<file path="src/sv/mcbm_pkg.sv">
// ----------------------------------------------------------------------------
// mcbm_pkg
// types and constants shared by the multicart bank mapper modules
// ----------------------------------------------------------------------------
package mcbm_pkg;

	// access kinds
	localparam logic [1:0] KIND_WRITE = 2'd0;
	localparam logic [1:0] KIND_READ  = 2'd1;
	localparam logic [1:0] KIND_RESET = 2'd2;

	// bank layout modes taken from data bits 7..6
	localparam logic [1:0] MODE_FIXED_HIGH  = 2'd0;
	localparam logic [1:0] MODE_MASKED_LOW  = 2'd1;
	localparam logic [1:0] MODE_MIRROR_16K  = 2'd2;
	localparam logic [1:0] MODE_BANK_32K    = 2'd3;

	localparam logic [15:0] ADDR_DIP   = 16'hC000;
	localparam logic [2:0]  BANK_LAST  = 3'h7;
	localparam logic [2:0]  INNER_EVEN = 3'h6;
	localparam logic [5:0]  HIGH_BANK_RESET = 6'd7;

	typedef struct packed {
		logic [1:0]  kind;
		logic [15:0] address;
		logic [7:0]  write_data;
	} cmd_item_t;

	typedef struct packed {
		logic [5:0] low_window_bank;
		logic [5:0] high_window_bank;
		logic       horizontal_mirror;
		logic       dip_read_valid;
		logic [2:0] dip_read_value;
	} res_item_t;

	typedef struct packed {
		logic       lock_flag;
		logic       outer_high_bit;
		logic [1:0] outer_pair;
		logic [5:0] low_bank;
		logic [5:0] high_bank;
		logic       mirror_select;
		logic [1:0] dip_setting;
	} map_state_t;

endpackage

</file>
<file path="src/sv/mcbm_decode.sv">
// ----------------------------------------------------------------------------
// mcbm_decode
// decodes one access against the current mapping: next mapping and result
// ----------------------------------------------------------------------------
module mcbm_decode (
	input  mcbm_pkg::cmd_item_t  cmd,
	input  mcbm_pkg::map_state_t cur,
	output mcbm_pkg::map_state_t nxt,
	output mcbm_pkg::res_item_t  res
);

	logic [2:0] inner;
	logic [2:0] inner_even;
	logic [1:0] mode;
	logic [5:0] new_base;
	logic [5:0] old_base;
	logic       dip_hit;

	assign inner      = cmd.write_data[2:0];
	assign inner_even = inner & mcbm_pkg::INNER_EVEN;
	assign mode       = cmd.write_data[7:6];
	assign new_base   = {cmd.address[2], cmd.write_data[4:3], 3'b000};
	assign old_base   = {cur.outer_high_bit, cur.outer_pair, 3'b000};

	always_comb begin
		nxt     = cur;
		dip_hit = 1'b0;
		case (cmd.kind)
			mcbm_pkg::KIND_WRITE: begin
				if (cur.lock_flag) begin
					// locked: only the inner bank moves
					nxt.low_bank  = old_base | {3'b000, inner};
					nxt.high_bank = old_base | {3'b000, mcbm_pkg::BANK_LAST};
				end else begin
					nxt.lock_flag      = cmd.address[1];
					nxt.outer_high_bit = cmd.address[2];
					nxt.outer_pair     = cmd.write_data[4:3];
					nxt.mirror_select  = cmd.write_data[5];
					case (mode)
						mcbm_pkg::MODE_FIXED_HIGH: begin
							nxt.low_bank  = new_base | {3'b000, inner};
							nxt.high_bank = new_base | {3'b000, mcbm_pkg::BANK_LAST};
						end
						mcbm_pkg::MODE_MASKED_LOW: begin
							nxt.low_bank  = new_base | {3'b000, inner_even};
							nxt.high_bank = new_base | {3'b000, mcbm_pkg::BANK_LAST};
						end
						mcbm_pkg::MODE_MIRROR_16K: begin
							nxt.low_bank  = new_base | {3'b000, inner};
							nxt.high_bank = new_base | {3'b000, inner};
						end
						default: begin
							// one 32K bank: even half low, odd half high
							nxt.low_bank  = new_base | {3'b000, inner_even};
							nxt.high_bank = new_base | {3'b000, inner_even} | 6'd1;
						end
					endcase
				end
			end
			mcbm_pkg::KIND_READ: begin
				dip_hit = (cmd.address == mcbm_pkg::ADDR_DIP);
			end
			mcbm_pkg::KIND_RESET: begin
				nxt.lock_flag      = 1'b0;
				nxt.outer_high_bit = 1'b0;
				nxt.outer_pair     = 2'd0;
				nxt.low_bank       = 6'd0;
				nxt.high_bank      = mcbm_pkg::HIGH_BANK_RESET;
				nxt.dip_setting    = cur.dip_setting + 2'd1;
			end
			default: begin
				nxt = cur;
			end
		endcase
	end

	always_comb begin
		res.low_window_bank   = nxt.low_bank;
		res.high_window_bank  = nxt.high_bank;
		res.horizontal_mirror = nxt.mirror_select;
		res.dip_read_valid    = dip_hit;
		res.dip_read_value    = dip_hit ? ({1'b0, cur.dip_setting} + 3'd1) : 3'd0;
	end

endmodule

</file>
<file path="src/sv/multicart_bank_mapper.sv">
// ----------------------------------------------------------------------------
// multicart_bank_mapper
// prg bank and mirroring control of a multicart cartridge
// ----------------------------------------------------------------------------
// Each item on cmd is one cpu access (write, read) or a soft reset; each gives
// exactly one item on res carrying the 16K banks now mapped at 0x8000 and
// 0xC000, the mirroring, and for a read of 0xC000 the dip setting plus one.
// An item is registered on entry, decoded against the mapping state and
// written to the result register together with the state update, so
// res_valid follows the entry register and the result register in turn;
// one item is taken every cycle while res is not stalled. A stall on res
// holds the result register and the entry register and then shows up on
// cmd_stall in the same cycle. Reset sets the mapping to banks 0 and 7,
// unlocked, vertical mirroring and dip setting 0.
module multicart_bank_mapper (
	input  logic                clk,
	input  logic                arst_n,
	input  logic                cmd_valid,
	output logic                cmd_stall,
	input  mcbm_pkg::cmd_item_t cmd,
	output logic                res_valid,
	input  logic                res_stall,
	output mcbm_pkg::res_item_t res
);

	// entry register
	logic                 vld_s1;
	mcbm_pkg::cmd_item_t  cmd_s1;

	// mapping state and result register
	mcbm_pkg::map_state_t state_q;
	mcbm_pkg::map_state_t state_nxt;
	mcbm_pkg::res_item_t  res_nxt;
	logic                 vld_s2;
	mcbm_pkg::res_item_t  res_s2;

	logic                 advance;

	// item in s1 moves on when the result register is free or draining
	assign advance   = vld_s1 && (!vld_s2 || !res_stall);
	assign cmd_stall = vld_s1 && !advance;

	mcbm_decode u_decode (
		.cmd (cmd_s1),
		.cur (state_q),
		.nxt (state_nxt),
		.res (res_nxt)
	);

	always_ff @(posedge clk or negedge arst_n) begin
		if (!arst_n) begin
			vld_s1 <= 1'b0;
		end else if (!cmd_stall) begin
			vld_s1 <= cmd_valid;
		end
	end

	always_ff @(posedge clk) begin
		if (cmd_valid && !cmd_stall) begin
			cmd_s1 <= cmd;
		end
	end

	// mapping state commits only when its item leaves s1
	always_ff @(posedge clk or negedge arst_n) begin
		if (!arst_n) begin
			state_q.lock_flag      <= 1'b0;
			state_q.outer_high_bit <= 1'b0;
			state_q.outer_pair     <= 2'd0;
			state_q.low_bank       <= 6'd0;
			state_q.high_bank      <= mcbm_pkg::HIGH_BANK_RESET;
			state_q.mirror_select  <= 1'b0;
			state_q.dip_setting    <= 2'd0;
		end else if (advance) begin
			state_q <= state_nxt;
		end
	end

	always_ff @(posedge clk or negedge arst_n) begin
		if (!arst_n) begin
			vld_s2 <= 1'b0;
		end else if (advance) begin
			vld_s2 <= 1'b1;
		end else if (!res_stall) begin
			vld_s2 <= 1'b0;
		end
	end

	always_ff @(posedge clk) begin
		if (advance) begin
			res_s2 <= res_nxt;
		end
	end

	assign res_valid = vld_s2;
	assign res       = res_s2;

endmodule

</file>
<file path="config.mk">
export PLATFORM = sky130hd
export DESIGN_NAME = multicart_bank_mapper
export DESIGN_NICKNAME = d
export VERILOG_FILES = /design/src/sv/mcbm_pkg.sv /design/src/sv/mcbm_decode.sv /design/src/sv/multicart_bank_mapper.sv
export SDC_FILE = /design/constraint.sdc
export NUM_CORES = 1
export LEC_CHECK = 0
export BUFFER_PORTS_ARGS = -buffer_cell sky130_fd_sc_hd__buf_2
export CAP_MARGIN = 20
export CORE_MARGIN = 2
export CORE_UTILIZATION = 54
export CTS_CLUSTER_DIAMETER = 120
export DETAILED_ROUTE_END_ITERATION = 7
export GPL_TIMING_DRIVEN = 0
export PLACE_DENSITY = 0.74
export SETUP_SLACK_MARGIN = 0.02
export SYNTH_ARGS = -nofsm -noshare
export SYNTH_HDL_FRONTEND = slang
export SYNTH_SLANG_ARGS = --single-unit
export TNS_END_PERCENT = 30
</file>
<file path="constraint.sdc">
create_clock -name clk -period 2 [get_ports clk]
set_input_delay 0.3 -clock clk [delete_from_list [all_inputs] [get_ports clk]]
set_output_delay 0.3 -clock clk [all_outputs]
set_load 0.05 [all_outputs]
</file>
==> flow_results.org <==
** Setup path
- Required time at the worst-slack endpoint :: 1700 ps
- The number of cells on the worst reg-to-reg path is 4.
- CP Max Fanout :: 4
- The worst register-to-register path begins at res_valid$_DFFE_PN0P_.
- Startpoint type of the worst setup path :: register
- Setup slack of the worst register-to-register path :: 540 ps
- Worst R2R End :: state_q[10]$_DFFE_PN0P_
- Critical path endpoint category :: output port
- STA puts the critical path data arrival time at 1210 ps.
- Category of the most critical setup path :: reg -> out

** Hold path
- Count of cells along the worst hold path :: 1
- Kind of path behind the tightest hold check :: in -> reg
- The startpoint identified for the worst hold timing path is cmd[5].
- For hold timing, the worst endpoint is cmd_s1[5]$_DFFE_PP_.

** Timing
- The final hold violation count is 0.
- In the finished design, the share of the clock period the worst path needs comes to 75.5%.
- Pins over their slew limit :: 0
- Max-slew headroom at the worst pin :: 68.0%
- At the pin with the least slew margin, the transition time is 480 ps.
- Unrepaired setup endpoints after global routing :: false
- Maximum clock frequency :: 662 MHz
- Final setup vio count :: 0
- Setup skew after layout :: 6.86 ps
- Final setup slack of the worst path :: 490 ps
- After layout, the minimum clock period comes to 1510 ps.
- Setup total negative slack on the finished layout was measured at 0 ps.

** Yosys
- Number of synthesized flops with an enable pin :: 43
- Avg Inst Size Synth :: 15.9 µm²
- Post-Synthesis Cells :: 158
- Counting every net in the synthesized netlist gives 189.
- Share of synthesized registers carrying an async set or reset :: 32.8%
- Summing every instance area after synthesis gives 2500 µm².
- Number of warning messages in the yosys log :: 0
- Prevailing post-synth register cell :: edfxtp_1
- Portion of the post-synthesis area used by sequential elements :: 72.7%
- Synthesis inferred 64 register bits.
- The number of different library cells used by synthesis comes to 41.

** CTS
- Buffer cell driving the clock tree root :: clkbuf_8
- TritonCTS clock tree :: built
- After clock tree synthesis, the flow added hold-fix buffers numbering 1.
- Clock sink total :: 64
- Worst-case clock buffer depth :: 2
- Source-to-sink clock delay at the later pin of the worst-skew pair :: 320 ps
- Buffers added to address setup during post-CTS repair amount to 0.
- TritonCTS Buffers :: 9
- CTS built an H-tree with a depth of 3.
- After clock tree synthesis, the repair step resized 0 gates.
- Clock-pin slew was measured on the worst setup and hold paths at 60 ps.

** Drt
- The detailed router used layers up to and including met4.
- Detailed-route wire length :: 4.13 mm
- Dividing the detail-routed wire length by the instance count gives 15.0 µm.
- Post-detailed-route via-to-cell ratio :: 5.42
- In the routed design, unresolved DRC markers number 0.
- DRC marker count from the first detailed-route iteration :: 124
- After detailed routing, the met3 layer carries 199 µm of wire.
- After detailed routing, the met2 layer carries 2.19 mm of wire.
- The detail route stage leaves a number of antenna-violating nets equal to 0.
- After detailed routing, the wire length on met1 is 1.66 mm.
- Via Count :: 1,497
- Pre-antenna DRT Iters :: 4

** Global routing
- Initial antenna violation count :: 0
- Largest net degree at the start of global routing :: 27
- The via count of the first global-routing pass came to 1,530.
- Global routing used 18.3% of the available tracks across all layers.
- After global routing the overflow that remains totals 0.
- Global-route wire length before repair :: 6.96 mm

** Layout
- The library cell used most frequently in the layout, excluding fill and tap cells, is buf_2.
- The number of antenna diodes in the final layout is 0.
- In the final layout, the multi-input gates occupy 603 µm².
- For this run, the number of standard cells in the final layout without fillers is 276.
- Most frequent cells in the layout :: buf_2, edfxtp_1, dfrtp_1, o21ai_0, clkbuf_8
- Area used by sequential logic in the layout :: 1820 µm²
- Fill cells in the final layout number 290.
- In the final design database the tool counted 250 nets.
- Fraction of final layout cells with drive strength greater than 1 :: 37.1%
- Area growth, synth to finish :: 21.7%

** Floorplanning
- For this configuration, the core starts out at a cell density of 56.7%.
- Die width :: 72.1 µm
- CORE AREA :: 4410 µm²
- The initialized floorplan defines 24 standard-cell rows.
- Number of I/O pins :: 49
- The die covers 5200 µm².
- From bottom edge to top edge, the die measures 72.1 µm.

** Power
- Power spread over the standard cell area amounts to 1100 nW/µm².
- Static Leakage :: 0.00130 µW
- Max VDD drop :: 0.640 mV

** Place
- The number of placed instances, taps included, is 258.
- The congestion estimate from routability-driven global placement came to 0.768.
- Minimum setup slack after placement :: 149 ps
- Once detailed placement completed, the half-perimeter wirelength came to 2.93 mm.
- In this run the tool buffered the top-level ports with 48 buffer cells.

** Flow run
- MaxCap Viol Count :: 0

** Outcome
- Run status :: finished clean
-- how the worst max path moves through the flow --
stage,depth (start not counted),to,startpoint
5_1_grt,3,cmd_stall,res_valid$_DFFE_PN0P_
4_1_cts,2,cmd_s1[0]$_DFFE_PP_,res_valid$_DFFE_PN0P_
2_1_floorplan,2,cmd_s1[0]$_DFFE_PP_,res_valid$_DFFE_PN0P_
6_report,3,cmd_stall,res_valid$_DFFE_PN0P_
3_5_place_dp,3,cmd_s1[11]$_DFFE_PP_,res_stall
3_3_place_gp,3,cmd_s1[22]$_DFFE_PP_,res_stall
-- registers in the layout, indices dropped and copies added, names as in the netlist --
signal / cells
vld_s1: 1
res_valid: 1
res: 17
state_q: 19
cmd_s1: 26
-- per-layer routing --
| metal | vias up | global-route usage (%) |
|---|---|---|
| met1 | 734 | 21.5 |
| met3 | 10 | 5.97 |
| met2 | 39 | 29.8 |
| met4 | 0 | 9.85 |
| li1 | 714 | - |
| met5 | - | 0 |
-- power by group --
part           switching, µW  internal [µW]  total (µW)
sequential              79.2           1610        1690
clock                    434            697        1130
combinational            333            204         537
-- critical path: stages, from the launching register on --
cell and delay, ps:
dfrtp_1 400, nand3_1 130, inv_1 90, buf_2 260
-- synthesized netlist by cell type, types with 4 or more instances --
cell / instances / area [µm²]
edfxtp_1: 43 / 1290
dfrtp_1: 18 / 450
o21ai_0: 11 / 55.1
a21o_1: 7 / 52.6
a22o_1: 6 / 52.6
nand2_1: 6 / 22.5
nor2_1: 5 / 18.8
buf_6: 4 / 45.0
inv_1: 4 / 15.0
nand2b_1: 4 / 25.0
nor3_1: 4 / 20.0
-- through the flow --
stage               hold WS (ps)  util (%)  power, µW  cell area [µm²]
finish                       149      69.1       3360             3050
CTS                          134      68.5       3380             3020
global placement             275      63.7       2210             2810
floorplan                   4.41         -       2100             2500
global route                 123      69.1       3500             3050
detailed placement           286      63.7       2240             2810
-- cell type report --
type,instances,area share (%)
timing repair buffer,50,9.03
clock inverter,4,2.26
buffer,6,1.76
clock buffer,12,4.43
tap,52,2.13
sequential,64,59.7
inverter,6,0.903
multi-input combinational,82,19.8
-- logic make-up after synthesis --
| kind of cell | Yosys count | share of synthesized area (%) |
|---|---|---|
| AOI/OAI and AO/OA | 35 | 10.1 |
| xor gates and xnor gates | 1 | 0.350 |
| adders and majority gates | 1 | 0.499 |
| buffers and inverters | 12 | 3.25 |
| DFF | 64 | 72.7 |
| muxes | 7 | 3.15 |
| and+or+nand+nor | 38 | 9.99 |
Power figures use the tool's default switching activity.
